<file path="config.mk">
export PLATFORM = sky130hd
export DESIGN_NAME = keyframe_segment_locator
export DESIGN_NICKNAME = d
export VERILOG_FILES = /design/src/hw/rtl/kfsl_pkg.sv /design/src/hw/rtl/keyframe_segment_locator.sv /design/src/hw/rtl/kfsl_ram.sv /design/src/hw/rtl/kfsl_dp.sv /design/src/hw/rtl/kfsl_ctrl.sv
export SDC_FILE = /design/constraint.sdc
export NUM_CORES = 2
export LEC_CHECK = 0
export BUFFER_PORTS_ARGS = -buffer_cell sky130_fd_sc_hd__buf_2
export CAP_MARGIN = 20
export CORE_MARGIN = 1.5
export CORE_UTILIZATION = 55
export CTS_BUF_LIST = sky130_fd_sc_hd__clkbuf_8
export DETAILED_ROUTE_END_ITERATION = 12
export PLACE_DENSITY = 0.81
export REMOVE_ABC_BUFFERS = 1
export SLEW_MARGIN = 10
export SYNTH_ARGS = -nofsm -noshare
export SYNTH_HDL_FRONTEND = slang
export SYNTH_SLANG_ARGS = --single-unit
</file>
<file path="constraint.sdc">
create_clock -name aclk -period 10.92 [get_ports aclk]
set_input_delay 0.546 -clock aclk [delete_from_list [all_inputs] [get_ports aclk]]
set_output_delay 0.546 -clock aclk [all_outputs]
set_load 0.05 [all_outputs]
</file>
<file path="src/hw/rtl/kfsl_pkg.sv">
package kfsl_pkg;

    localparam int MAX_KEYS = 32;
    localparam int IDX_W    = $clog2(MAX_KEYS);
    localparam int COUNT_W  = IDX_W + 1;
    localparam int TIME_W   = 32;
    localparam int LEN_W    = 31;
    localparam int FRAC_W   = 16;
    localparam int CNT_W    = $clog2(TIME_W);
    localparam int CFG_IDX_W = 2;

    typedef enum logic [2:0] {
        OP_INSERT    = 3'd0,
        OP_SET_TIME  = 3'd1,
        OP_ADD_TIME  = 3'd2,
        OP_QUERY_AT  = 3'd3,
        OP_QUERY_CUR = 3'd4
    } opcode_t;

    localparam logic [1:0] ST_OK    = 2'd0;
    localparam logic [1:0] ST_FULL  = 2'd1;
    localparam logic [1:0] ST_EMPTY = 2'd2;

    localparam logic [CFG_IDX_W-1:0] CFG_ANIM_LENGTH = 2'd0;
    localparam logic [CFG_IDX_W-1:0] CFG_LOOP_ENABLE = 2'd1;

    typedef struct packed {
        logic [2:0]               opcode;
        logic signed [TIME_W-1:0] time_value;
    } in_item_t;

    typedef struct packed {
        logic [1:0]               status;
        logic [IDX_W-1:0]         prev_index;
        logic [IDX_W-1:0]         next_index;
        logic [FRAC_W-1:0]        fraction;
        logic signed [TIME_W-1:0] playback_time;
        logic [COUNT_W-1:0]       key_count;
    } out_item_t;

    typedef enum logic [4:0] {
        CMD_NOP,
        CMD_LOAD,
        CMD_SET_FULL,
        CMD_SET_EMPTY,
        CMD_INS_INIT,
        CMD_INS_READ,
        CMD_INS_SHIFT,
        CMD_INS_PLACE,
        CMD_SET_T,
        CMD_ADD_T,
        CMD_COMMIT,
        CMD_CLAMP,
        CMD_MOD_INIT,
        CMD_MOD_STEP,
        CMD_MOD_APPLY,
        CMD_QRY_INIT,
        CMD_SRCH_INIT,
        CMD_SRCH_READ,
        CMD_SRCH_UPD,
        CMD_READ_T2,
        CMD_SET_T2,
        CMD_READ_T1,
        CMD_SET_T1,
        CMD_FRAC_START,
        CMD_FRAC_STEP,
        CMD_OUT_LOAD
    } dp_cmd_t;

    typedef struct packed {
        opcode_t op;
        logic    op_valid;
        logic    full;
        logic    empty;
        logic    idx_zero;
        logic    ins_gt;
        logic    t_eq_cur;
        logic    loop;
        logic    len_zero;
        logic    need_mod;
        logic    mod_last;
        logic    srch_done;
        logic    frac_trivial;
        logic    frac_last;
    } dp_stat_t;

endpackage

</file>
<file path="src/hw/rtl/keyframe_segment_locator.sv">
// Keyframe segment locator.
// The s_ channel takes one item per operation: an opcode and a signed Q16.16
// time value. Insert places a key time into a sorted table of up to 32 keys,
// set time and add time update the playback time, and the two queries return
// the bracketing keyframe indices and the Q0.16 fraction between them.
// Every item produces exactly one result item on the m_ channel.
// The cfg_ channel writes the animation length (index 0) and the loop enable
// (index 1); it is always ready. It is to be used only while the block is
// idle; the block itself does not enforce this. Items are handled one at a
// time. An insert moves each larger key up one place before placing the new
// key. A set or add time that changes the time passes through the 32-step
// modulo unit when looping is on and the length is nonzero. A query runs a
// binary search on the single-read key memory (up to 6 probes on a full
// table) after first reducing the time by the length where it exceeds it.
// After reset the table is empty, playback time is zero, the length is 1.0
// and looping is on; the key memory needs no clearing. Results sit in an
// output register, so a new item is accepted while the last result waits;
// a stalled receiver holds the next result back until the register frees.
module keyframe_segment_locator
    import kfsl_pkg::*;
(
    input  logic                 aclk,
    input  logic                 aresetn,
    input  logic                 s_valid,
    output logic                 s_ready,
    input  in_item_t             s_data,
    output logic                 m_valid,
    input  logic                 m_ready,
    output out_item_t            m_data,
    input  logic                 cfg_valid,
    output logic                 cfg_ready,
    input  logic [CFG_IDX_W-1:0] cfg_index,
    input  logic [31:0]          cfg_data
);

    dp_cmd_t  cmd;
    dp_stat_t stat;

    // Configuration writes land directly in the datapath registers.
    assign cfg_ready = 1'b1;

    kfsl_ctrl u_ctrl (
        .aclk    (aclk),
        .aresetn (aresetn),
        .s_valid (s_valid),
        .s_ready (s_ready),
        .m_valid (m_valid),
        .m_ready (m_ready),
        .stat    (stat),
        .cmd     (cmd)
    );

    kfsl_dp u_dp (
        .aclk      (aclk),
        .aresetn   (aresetn),
        .cmd       (cmd),
        .stat      (stat),
        .s_data    (s_data),
        .m_data    (m_data),
        .cfg_valid (cfg_valid),
        .cfg_index (cfg_index),
        .cfg_data  (cfg_data)
    );

endmodule

</file>
<file path="src/hw/rtl/kfsl_ram.sv">
module kfsl_ram #(
    parameter int WIDTH = 32,
    parameter int DEPTH = 32
) (
    input  logic                     aclk,
    input  logic                     we,
    input  logic [$clog2(DEPTH)-1:0] waddr,
    input  logic [WIDTH-1:0]         wdata,
    input  logic [$clog2(DEPTH)-1:0] raddr,
    output logic [WIDTH-1:0]         rdata
);

    logic [WIDTH-1:0] mem [DEPTH];

    always_ff @(posedge aclk) begin
        if (we) begin
            mem[waddr] <= wdata;
        end
        rdata <= mem[raddr];
    end

endmodule

</file>
<file path="src/hw/rtl/kfsl_dp.sv">
module kfsl_dp
    import kfsl_pkg::*;
(
    input  logic                 aclk,
    input  logic                 aresetn,
    input  dp_cmd_t              cmd,
    output dp_stat_t             stat,
    input  in_item_t             s_data,
    output out_item_t            m_data,
    input  logic                 cfg_valid,
    input  logic [CFG_IDX_W-1:0] cfg_index,
    input  logic [31:0]          cfg_data
);

    localparam logic signed [TIME_W-1:0] T_MAX = {1'b0, {(TIME_W-1){1'b1}}};
    localparam logic signed [TIME_W-1:0] T_MIN = {1'b1, {(TIME_W-1){1'b0}}};

    logic [LEN_W-1:0]         len_reg;
    logic                     loop_reg;
    logic [2:0]               op_reg;
    logic signed [TIME_W-1:0] tv_reg;
    logic signed [TIME_W-1:0] cur_reg;
    logic [COUNT_W-1:0]       count_reg;
    logic signed [TIME_W-1:0] t_reg;
    logic [COUNT_W-1:0]       idx_reg;
    logic [COUNT_W-1:0]       lo_reg;
    logic [COUNT_W-1:0]       hi_reg;
    logic [COUNT_W-1:0]       mid_reg;
    logic [TIME_W-1:0]        dvd_reg;
    logic [TIME_W-1:0]        mrem_reg;
    logic [CNT_W-1:0]         cnt_reg;
    logic signed [TIME_W:0]   t2_reg;
    logic signed [TIME_W-1:0] t1_reg;
    logic [TIME_W+2:0]        frem_reg;
    logic [TIME_W+1:0]        den_reg;
    logic [1:0]               status_reg;
    logic [IDX_W-1:0]         prev_reg;
    logic [IDX_W-1:0]         next_reg;
    logic [FRAC_W-1:0]        frac_reg;
    out_item_t                out_reg;

    logic                     ram_we;
    logic [IDX_W-1:0]         ram_waddr;
    logic [TIME_W-1:0]        ram_wdata;
    logic [IDX_W-1:0]         ram_raddr;
    logic [TIME_W-1:0]        ram_rdata;
    logic signed [TIME_W-1:0] key_rd;

    logic signed [TIME_W:0]   sum_wide;
    logic signed [TIME_W-1:0] sum_sat;
    logic [COUNT_W:0]         mid_sum;
    logic [COUNT_W-1:0]       mid_calc;
    logic                     wrap;
    logic [TIME_W:0]          mtrial;
    logic [TIME_W:0]          len_ext;
    logic signed [TIME_W+1:0] t_x;
    logic signed [TIME_W+1:0] t1_x;
    logic signed [TIME_W+1:0] t2_x;
    logic signed [TIME_W+1:0] dnum;
    logic signed [TIME_W+1:0] dden;
    logic [TIME_W+1:0]        num_mag;
    logic [TIME_W+1:0]        den_mag;
    logic                     frac_sat;
    logic [TIME_W+2:0]        frem_dbl;
    logic [TIME_W:0]          t_minus1;

    assign key_rd   = $signed(ram_rdata);
    assign len_ext  = {2'b00, len_reg};
    assign sum_wide = {cur_reg[TIME_W-1], cur_reg} + {tv_reg[TIME_W-1], tv_reg};
    assign sum_sat  = (sum_wide[TIME_W] != sum_wide[TIME_W-1])
                    ? (sum_wide[TIME_W] ? T_MIN : T_MAX) : sum_wide[TIME_W-1:0];
    assign mid_sum  = {1'b0, lo_reg} + {1'b0, hi_reg};
    assign mid_calc = mid_sum[COUNT_W:1];
    assign wrap     = (lo_reg == count_reg);
    assign mtrial   = {mrem_reg, dvd_reg[TIME_W-1]};
    assign t_minus1 = {t_reg[TIME_W-1], t_reg} - 1'b1;

    assign t_x     = {{2{t_reg[TIME_W-1]}}, t_reg};
    assign t1_x    = {{2{t1_reg[TIME_W-1]}}, t1_reg};
    assign t2_x    = {t2_reg[TIME_W], t2_reg};
    assign dnum    = t_x - t1_x;
    assign dden    = t2_x - t1_x;
    assign num_mag = dnum[TIME_W+1] ? -dnum : dnum;
    assign den_mag = dden[TIME_W+1] ? -dden : dden;
    assign frac_sat = (t1_x != t2_x) && (num_mag != '0)
                    && (dnum[TIME_W+1] == dden[TIME_W+1]) && (num_mag >= den_mag);
    assign frem_dbl = {frem_reg[TIME_W+1:0], 1'b0};

    always_comb begin
        stat              = '0;
        stat.op           = opcode_t'(op_reg);
        stat.op_valid     = (op_reg <= 3'(OP_QUERY_CUR));
        stat.full         = (count_reg >= COUNT_W'(MAX_KEYS));
        stat.empty        = (count_reg == '0);
        stat.idx_zero     = (idx_reg == '0);
        stat.ins_gt       = (key_rd > tv_reg);
        stat.t_eq_cur     = (t_reg == cur_reg);
        stat.loop         = loop_reg;
        stat.len_zero     = (len_reg == '0);
        stat.need_mod     = (len_reg != '0) && (t_reg > $signed({1'b0, len_reg}));
        stat.mod_last     = (cnt_reg == CNT_W'(TIME_W - 1));
        stat.srch_done    = (lo_reg == hi_reg);
        stat.frac_trivial = (t1_x == t2_x) || (num_mag == '0)
                          || (dnum[TIME_W+1] != dden[TIME_W+1]) || (num_mag >= den_mag);
        stat.frac_last    = (cnt_reg == CNT_W'(FRAC_W - 1));
    end

    always_comb begin
        ram_we    = 1'b0;
        ram_waddr = idx_reg[IDX_W-1:0];
        ram_wdata = ram_rdata;
        ram_raddr = '0;
        case (cmd)
            CMD_INS_READ:  ram_raddr = IDX_W'(idx_reg - 1'b1);
            CMD_INS_SHIFT: ram_we = 1'b1;
            CMD_INS_PLACE: begin
                ram_we    = 1'b1;
                ram_wdata = tv_reg;
            end
            CMD_SRCH_READ: ram_raddr = mid_calc[IDX_W-1:0];
            CMD_READ_T2:   ram_raddr = wrap ? '0 : lo_reg[IDX_W-1:0];
            CMD_READ_T1:   ram_raddr = prev_reg;
            default:       ram_raddr = '0;
        endcase
    end

    kfsl_ram #(.WIDTH(TIME_W), .DEPTH(MAX_KEYS)) u_keys (
        .aclk  (aclk),
        .we    (ram_we),
        .waddr (ram_waddr),
        .wdata (ram_wdata),
        .raddr (ram_raddr),
        .rdata (ram_rdata)
    );

    always_ff @(posedge aclk) begin
        if (!aresetn) begin
            len_reg   <= LEN_W'(65536);
            loop_reg  <= 1'b1;
            cur_reg   <= '0;
            count_reg <= '0;
            lo_reg    <= '0;
            hi_reg    <= '0;
        end else begin
            if (cfg_valid) begin
                if (cfg_index == CFG_ANIM_LENGTH) begin
                    len_reg <= cfg_data[LEN_W-1:0];
                end else if (cfg_index == CFG_LOOP_ENABLE) begin
                    loop_reg <= cfg_data[0];
                end
            end
            case (cmd)
                CMD_LOAD: begin
                    op_reg     <= s_data.opcode;
                    tv_reg     <= s_data.time_value;
                    status_reg <= ST_OK;
                    prev_reg   <= '0;
                    next_reg   <= '0;
                    frac_reg   <= '0;
                end
                CMD_SET_FULL:  status_reg <= ST_FULL;
                CMD_SET_EMPTY: status_reg <= ST_EMPTY;
                CMD_INS_INIT:  idx_reg <= count_reg;
                CMD_INS_SHIFT: idx_reg <= idx_reg - 1'b1;
                CMD_INS_PLACE: begin
                    prev_reg  <= idx_reg[IDX_W-1:0];
                    count_reg <= count_reg + 1'b1;
                end
                CMD_SET_T:  t_reg <= tv_reg;
                CMD_ADD_T:  t_reg <= sum_sat;
                CMD_COMMIT: cur_reg <= t_reg;
                CMD_CLAMP: begin
                    if (t_reg < 0) begin
                        cur_reg <= '0;
                    end else if (t_reg > $signed({1'b0, len_reg})) begin
                        cur_reg <= {1'b0, len_reg};
                    end else begin
                        cur_reg <= t_reg;
                    end
                end
                CMD_MOD_INIT: begin
                    mrem_reg <= '0;
                    cnt_reg  <= '0;
                    if (op_reg == 3'(OP_QUERY_AT) || op_reg == 3'(OP_QUERY_CUR)) begin
                        dvd_reg <= t_minus1[TIME_W-1:0];
                    end else begin
                        dvd_reg <= t_reg[TIME_W-1] ? -t_reg : t_reg;
                    end
                end
                CMD_MOD_STEP: begin
                    dvd_reg <= {dvd_reg[TIME_W-2:0], 1'b0};
                    cnt_reg <= cnt_reg + 1'b1;
                    if (mtrial >= len_ext) begin
                        mrem_reg <= TIME_W'(mtrial - len_ext);
                    end else begin
                        mrem_reg <= mtrial[TIME_W-1:0];
                    end
                end
                CMD_MOD_APPLY: begin
                    if (op_reg == 3'(OP_QUERY_AT) || op_reg == 3'(OP_QUERY_CUR)) begin
                        t_reg <= mrem_reg + 1'b1;
                    end else if (t_reg[TIME_W-1] && mrem_reg != '0) begin
                        cur_reg <= TIME_W'(len_ext) - mrem_reg;
                    end else begin
                        cur_reg <= mrem_reg;
                    end
                end
                CMD_QRY_INIT: t_reg <= (op_reg == 3'(OP_QUERY_AT)) ? tv_reg : cur_reg;
                CMD_SRCH_INIT: begin
                    lo_reg <= '0;
                    hi_reg <= count_reg;
                end
                CMD_SRCH_READ: mid_reg <= mid_calc;
                CMD_SRCH_UPD: begin
                    if (key_rd < t_reg) begin
                        lo_reg <= mid_reg + 1'b1;
                    end else begin
                        hi_reg <= mid_reg;
                    end
                end
                CMD_SET_T2: begin
                    if (wrap) begin
                        t2_reg   <= $signed(len_ext) + {key_rd[TIME_W-1], key_rd};
                        next_reg <= '0;
                        prev_reg <= IDX_W'(count_reg - 1'b1);
                    end else begin
                        t2_reg   <= {key_rd[TIME_W-1], key_rd};
                        next_reg <= lo_reg[IDX_W-1:0];
                        if (lo_reg != '0 && t_reg < key_rd) begin
                            prev_reg <= IDX_W'(lo_reg - 1'b1);
                        end else begin
                            prev_reg <= lo_reg[IDX_W-1:0];
                        end
                    end
                end
                CMD_SET_T1: t1_reg <= key_rd;
                CMD_FRAC_START: begin
                    frem_reg <= {1'b0, num_mag};
                    den_reg  <= den_mag;
                    cnt_reg  <= '0;
                    frac_reg <= frac_sat ? '1 : '0;
                end
                CMD_FRAC_STEP: begin
                    cnt_reg <= cnt_reg + 1'b1;
                    if (frem_dbl >= {1'b0, den_reg}) begin
                        frem_reg <= frem_dbl - {1'b0, den_reg};
                        frac_reg <= {frac_reg[FRAC_W-2:0], 1'b1};
                    end else begin
                        frem_reg <= frem_dbl;
                        frac_reg <= {frac_reg[FRAC_W-2:0], 1'b0};
                    end
                end
                CMD_OUT_LOAD: begin
                    out_reg.status        <= status_reg;
                    out_reg.prev_index    <= prev_reg;
                    out_reg.next_index    <= next_reg;
                    out_reg.fraction      <= frac_reg;
                    out_reg.playback_time <= cur_reg;
                    out_reg.key_count     <= count_reg;
                end
                default: ;
            endcase
        end
    end

    assign m_data = out_reg;

    // Checks on the key table and the search window.
    a_count_bound: assert property (@(posedge aclk) disable iff (!aresetn)
        count_reg <= COUNT_W'(MAX_KEYS))
        else $error("key count above table depth");

    a_window: assert property (@(posedge aclk) disable iff (!aresetn)
        lo_reg <= hi_reg)
        else $error("search window inverted");

    a_write_insert: assert property (@(posedge aclk) disable iff (!aresetn)
        ram_we |-> (op_reg == 3'(OP_INSERT)))
        else $error("key table written outside an insert");

    a_count_step: assert property (@(posedge aclk) disable iff (!aresetn)
        (count_reg != $past(count_reg)) |-> (count_reg == $past(count_reg) + 1'b1))
        else $error("key count moved by other than one");

endmodule

</file>
<file path="src/hw/rtl/kfsl_ctrl.sv">
module kfsl_ctrl
    import kfsl_pkg::*;
(
    input  logic     aclk,
    input  logic     aresetn,
    input  logic     s_valid,
    output logic     s_ready,
    output logic     m_valid,
    input  logic     m_ready,
    input  dp_stat_t stat,
    output dp_cmd_t  cmd
);

    typedef enum logic [4:0] {
        S_IDLE, S_DISPATCH, S_INS_RD, S_INS_CMP, S_PLAY, S_MOD, S_MOD_END,
        S_QPREP, S_SRCH_INIT, S_SRCH, S_SRCH_CMP, S_GOT_T2, S_FETCH1,
        S_GOT_T1, S_FCHK, S_FDIV, S_FINISH
    } state_t;

    state_t state_reg, state_next;
    logic   m_valid_reg;

    always_comb begin
        state_next = state_reg;
        cmd        = CMD_NOP;
        case (state_reg)
            S_IDLE: begin
                if (s_valid) begin
                    cmd        = CMD_LOAD;
                    state_next = S_DISPATCH;
                end
            end
            S_DISPATCH: begin
                if (!stat.op_valid) begin
                    state_next = S_FINISH;
                end else begin
                    case (stat.op)
                        OP_INSERT: begin
                            cmd        = stat.full ? CMD_SET_FULL : CMD_INS_INIT;
                            state_next = stat.full ? S_FINISH : S_INS_RD;
                        end
                        OP_SET_TIME: begin
                            cmd        = CMD_SET_T;
                            state_next = S_PLAY;
                        end
                        OP_ADD_TIME: begin
                            cmd        = CMD_ADD_T;
                            state_next = S_PLAY;
                        end
                        default: begin
                            cmd        = CMD_QRY_INIT;
                            state_next = S_QPREP;
                        end
                    endcase
                end
            end
            S_INS_RD: begin
                if (stat.idx_zero) begin
                    cmd        = CMD_INS_PLACE;
                    state_next = S_FINISH;
                end else begin
                    cmd        = CMD_INS_READ;
                    state_next = S_INS_CMP;
                end
            end
            S_INS_CMP: begin
                if (stat.ins_gt) begin
                    cmd        = CMD_INS_SHIFT;
                    state_next = S_INS_RD;
                end else begin
                    cmd        = CMD_INS_PLACE;
                    state_next = S_FINISH;
                end
            end
            S_PLAY: begin
                if (stat.t_eq_cur) begin
                    state_next = S_FINISH;
                end else if (!stat.loop) begin
                    cmd        = CMD_CLAMP;
                    state_next = S_FINISH;
                end else if (stat.len_zero) begin
                    cmd        = CMD_COMMIT;
                    state_next = S_FINISH;
                end else begin
                    cmd        = CMD_MOD_INIT;
                    state_next = S_MOD;
                end
            end
            S_MOD: begin
                cmd = CMD_MOD_STEP;
                if (stat.mod_last) begin
                    state_next = S_MOD_END;
                end
            end
            S_MOD_END: begin
                cmd = CMD_MOD_APPLY;
                if (stat.op == OP_QUERY_AT || stat.op == OP_QUERY_CUR) begin
                    state_next = S_SRCH_INIT;
                end else begin
                    state_next = S_FINISH;
                end
            end
            S_QPREP: begin
                if (stat.empty) begin
                    cmd        = CMD_SET_EMPTY;
                    state_next = S_FINISH;
                end else if (stat.need_mod) begin
                    cmd        = CMD_MOD_INIT;
                    state_next = S_MOD;
                end else begin
                    cmd        = CMD_SRCH_INIT;
                    state_next = S_SRCH;
                end
            end
            S_SRCH_INIT: begin
                cmd        = CMD_SRCH_INIT;
                state_next = S_SRCH;
            end
            S_SRCH: begin
                if (stat.srch_done) begin
                    cmd        = CMD_READ_T2;
                    state_next = S_GOT_T2;
                end else begin
                    cmd        = CMD_SRCH_READ;
                    state_next = S_SRCH_CMP;
                end
            end
            S_SRCH_CMP: begin
                cmd        = CMD_SRCH_UPD;
                state_next = S_SRCH;
            end
            S_GOT_T2: begin
                cmd        = CMD_SET_T2;
                state_next = S_FETCH1;
            end
            S_FETCH1: begin
                cmd        = CMD_READ_T1;
                state_next = S_GOT_T1;
            end
            S_GOT_T1: begin
                cmd        = CMD_SET_T1;
                state_next = S_FCHK;
            end
            S_FCHK: begin
                cmd        = CMD_FRAC_START;
                state_next = stat.frac_trivial ? S_FINISH : S_FDIV;
            end
            S_FDIV: begin
                cmd = CMD_FRAC_STEP;
                if (stat.frac_last) begin
                    state_next = S_FINISH;
                end
            end
            S_FINISH: begin
                if (!m_valid_reg || m_ready) begin
                    cmd        = CMD_OUT_LOAD;
                    state_next = S_IDLE;
                end
            end
            default: state_next = S_IDLE;
        endcase
    end

    always_ff @(posedge aclk) begin
        if (!aresetn) begin
            state_reg   <= S_IDLE;
            m_valid_reg <= 1'b0;
        end else begin
            state_reg <= state_next;
            if (cmd == CMD_OUT_LOAD) begin
                m_valid_reg <= 1'b1;
            end else if (m_ready) begin
                m_valid_reg <= 1'b0;
            end
        end
    end

    assign s_ready = (state_reg == S_IDLE);
    assign m_valid = m_valid_reg;

    a_load_idle: assert property (@(posedge aclk) disable iff (!aresetn)
        (cmd == CMD_LOAD) |-> (state_reg == S_IDLE))
        else $error("item loaded while busy");

    a_no_overwrite: assert property (@(posedge aclk) disable iff (!aresetn)
        (cmd == CMD_OUT_LOAD) |-> (!m_valid_reg || m_ready))
        else $error("pending result overwritten");

    a_finish_result: assert property (@(posedge aclk) disable iff (!aresetn)
        (state_reg == S_FINISH && state_next == S_IDLE) |=> m_valid_reg)
        else $error("finished item produced no result");

endmodule
</file>
==> run_results.csv <==
group,metric,value,unit
worst_setup_path,worstSetupPathType,"register to register",
run_status,status,"completed",
clocking,post_cts_buffers,0,
worst_setup_path,start_kind,"register",
clocking,cts_sinks,1519,
hold_path,hold_class,"input port to register",
hold_path,holdPathStages,4,
floorplan,start_util,0.553,
clocking,numCtsBuffers,234,
routing,wl_per_cell,25.8,um
timing,max_slew_margin,0.203,
global_route,grt_pass1_wl,362000,um
clocking,path_clk_slew,0.07,ns
routing,vias,61500,
routing,drc,0,
layout,final_nets,7946,
worst_setup_path,arrival,8.82,ns
clocking,clock_latency,1.01,ns
clocking,cts_resized,0,
timing,hold_ws,0.0976,ns
layout,area_growth,10.7,%
timing,fmax,125,MHz
global_route,grt_pass1_vias,59500,
layout,final_cell_mix,"edfxtp_1 (1399), nand2_1 (1038), nor2_1 (589)",
floorplan,core-area,143000,sq um
pwr,finalPower,18.1,mW
synth,synth-edff-count,1399,
clocking,clock_path_buffers,3,
synth,ys.flop_type,"edfxtp_1",
layout,final_common_cell,"edfxtp_1",
global_route,grtUsageTotal,0.330,
worst_setup_path,path_common_cell,"a21oi_1",
placement,dp.cells,9084,
placement,dp_hpwl,157000,um
synth,syn_area,79400,sq um
global_route,grt_max_degree,156,
timing,finalHoldViolCount,0,
synth,synthArstFlopShare,0,
synth,yosysTopAreaCell,"edfxtp_1",
synth,syn_avg_cell_area,10.9,sq um
pwr,peakVddDrop,228,uV
clocking,cts_tree,"done",
routing,antenna_left,0,
worst_setup_path,max_stage_delay,0.90,ns
timing,post-route-period-util,0.732,
placement,portBuffers,140,
pwr,p_leak,33.4,nW
timing,setup_viol_count_final,0,
worst_setup_path,slowest_stage,"a2111oi_4",
worst_setup_path,endpoint_kind,"register",
layout,regMostFlops,"u_dp.u_keys.mem",
global_route,grt.overflow.total,0,
synth,ys_warn_count,0,
routing,firstDrtPassIters,9,
routing,drt-initial-drc-count,7665,
hold_path,worstHoldStart,"s_valid",
clocking,cts_max_level,4,
routing,drt_wl_total,247000,um
worst_setup_path,cp_max_fo,16,
routing,drt-vias-per-instance,6.41,
synth,syn_inst,7273,
clocking,cts-root-buf,"clkbuf_8",
synth,netlist.area_leader.share,0.529,
clocking,ctsHoldBuffers,68,
floorplan,die_y,383,um
pwr,power_density,206,nW/um^2
timing,worstMarginPinSlew,1.20,ns
synth,synth_cell_types,98,
timing,rsz0062_at_grt,"false",
global_route,antenna_found_initial,10,
timing,fin_setup_tns,0,ns
floorplan,pin_count,143,
timing,period_needed,7.99,ns
floorplan,die-area,147000,sq um
timing,fin_worst_skew,0.0710,ns
worst_setup_path,worstRegToRegCells,28,
synth,synth_area_leaders,"edfxtp_1 (53%), ha_1 (5.9%), nand2_1 (4.9%), a21oi_1 (3.4%), dfxtp_1 (3.0%)",
floorplan,die_x,383,um
worst_setup_path,rr_startpoint,"u_dp.t1_reg[0]$_DFFE_PP_",
worst_setup_path,cp.required,11.74,ns
layout,drive_above_1_share,0.0935,
layout,largest_reg_flops,1024,
worst_setup_path,rrSetupSlack,2.93,ns
timing,drv_slew,0,
worst_setup_path,r2r_end,"u_dp.frac_reg[0]$_DFFE_PP_",
synth,ys_ff_latch,1519,
placement,place_congestion,0.993,
hold_path,min_to,"u_ctrl.state_reg[2]$_SDFFE_PN0P_",
floorplan,num_rows,139,
run,maxCapViolCount,0,
layout,final_cells,9596,
synth,yosysSeqAreaShare,0.560,
[worst max-delay path: cells and delay by family, from the launching register on]
kind	cells	cell delay [ns]
flops	1	0.40
compound gates	11	2.52
fa+ha+maj	3	0.97
mux	1	0.24
simple gates	12	3.56
xor+xnor	1	0.19
[logic make-up (layout without fill, tap and decap cells)]
logic type                 Yosys count  in the layout  synth area share
other                                2              4         0.0000946
and+or+nand+nor                   2457           2457             0.139
adders and majority gates          385            385            0.0615
DFF                               1519           1519             0.560
xor gates and xnor gates           383            383            0.0423
AOI/OAI and AO/OA                 1640           1640             0.135
muxes                              243            243            0.0313
buffers and inverters              644           1062            0.0309
[worst max-delay path by stage]
stage	from	to	slack, ns	depth (start not counted)
2_1_floorplan	u_dp.t_reg[17]$_DFFE_PP_	u_dp.u_keys.rdata[0]$_DFF_P_	-6.91	14
3_3_place_gp	u_dp.t1_reg[0]$_DFFE_PP_	u_dp.frac_reg[0]$_DFFE_PP_	2.93	28
3_5_place_dp	u_dp.t1_reg[0]$_DFFE_PP_	u_dp.frac_reg[0]$_DFFE_PP_	2.99	28
4_1_cts	u_dp.t1_reg[0]$_DFFE_PP_	u_dp.frac_reg[0]$_DFFE_PP_	2.94	28
5_1_grt	u_dp.t1_reg[0]$_DFFE_PP_	u_dp.frac_reg[0]$_DFFE_PP_	2.27	28
6_report	u_dp.t1_reg[0]$_DFFE_PP_	u_dp.frac_reg[0]$_DFFE_PP_	2.93	28
[metrics by stage]
stage / cell area (sq um) / worst slack [ns] / util
finish: 87900 / 2.93 / 0.612
global route: 87900 / 2.27 / 0.612
CTS: 87800 / 2.94 / 0.612
detailed placement: 82500 / 2.99 / 0.575
global placement: 82400 / 2.93 / 0.575
floorplan: 78000 / -6.91 / -
[Yosys cell counts (54+ instances only)]
master and instances:
mux2i_1 203, xnor2_1 230, nand4_1 73, nor3_1 116, a21oi_1 542, inv_1 297, edfxtp_1 1399, nor4_1 127
nand3_1 155, clkbuf_1 305, ha_1 377, and3_1 56, a31oi_1 54, xor2_1 153, a32oi_1 98, o2111ai_1 72
nor2b_1 54, nand2_1 1040, nor2_1 625, o21ai_0 272, a211oi_1 54, dfxtp_1 120, a21o_1 157
[report_power, final]
| group | leakage, nW | internal, mW | switching, mW | total (mW) |
|---|---|---|---|---|
| clock network | 2.75 | 2.43 | 2.32 | 4.75 |
| logic | 17.1 | 1.80 | 3.60 | 5.40 |
| registers | 13.6 | 7.42 | 0.540 | 7.95 |
| total | 33.4 | 11.6 | 6.46 | 18.1 |
[final cells by class]
type | count | area [sq um]
timing repair buffer | 323 | 2300
clock inverter | 185 | 1200
clock buffer | 255 | 3510
fill | 11000 | 55600
inverter | 299 | 1120
sequential | 1519 | 44400
multi-input combinational | 5110 | 32900
antenna | 2 | 5.00
tap | 1903 | 2380
[per-layer routing]
metal	wire length [um]	up-vias	part of all wire	global-route usage
met1	88300	29300	0.36	0.402
li1	-	27400	-	-
met5	44	-	0.00018	0
met2	115000	3877	0.47	0.539
met3	27100	885	0.11	0.0709
met4	16500	6	0.067	0.198
Power figures use the tool's default switching activity.
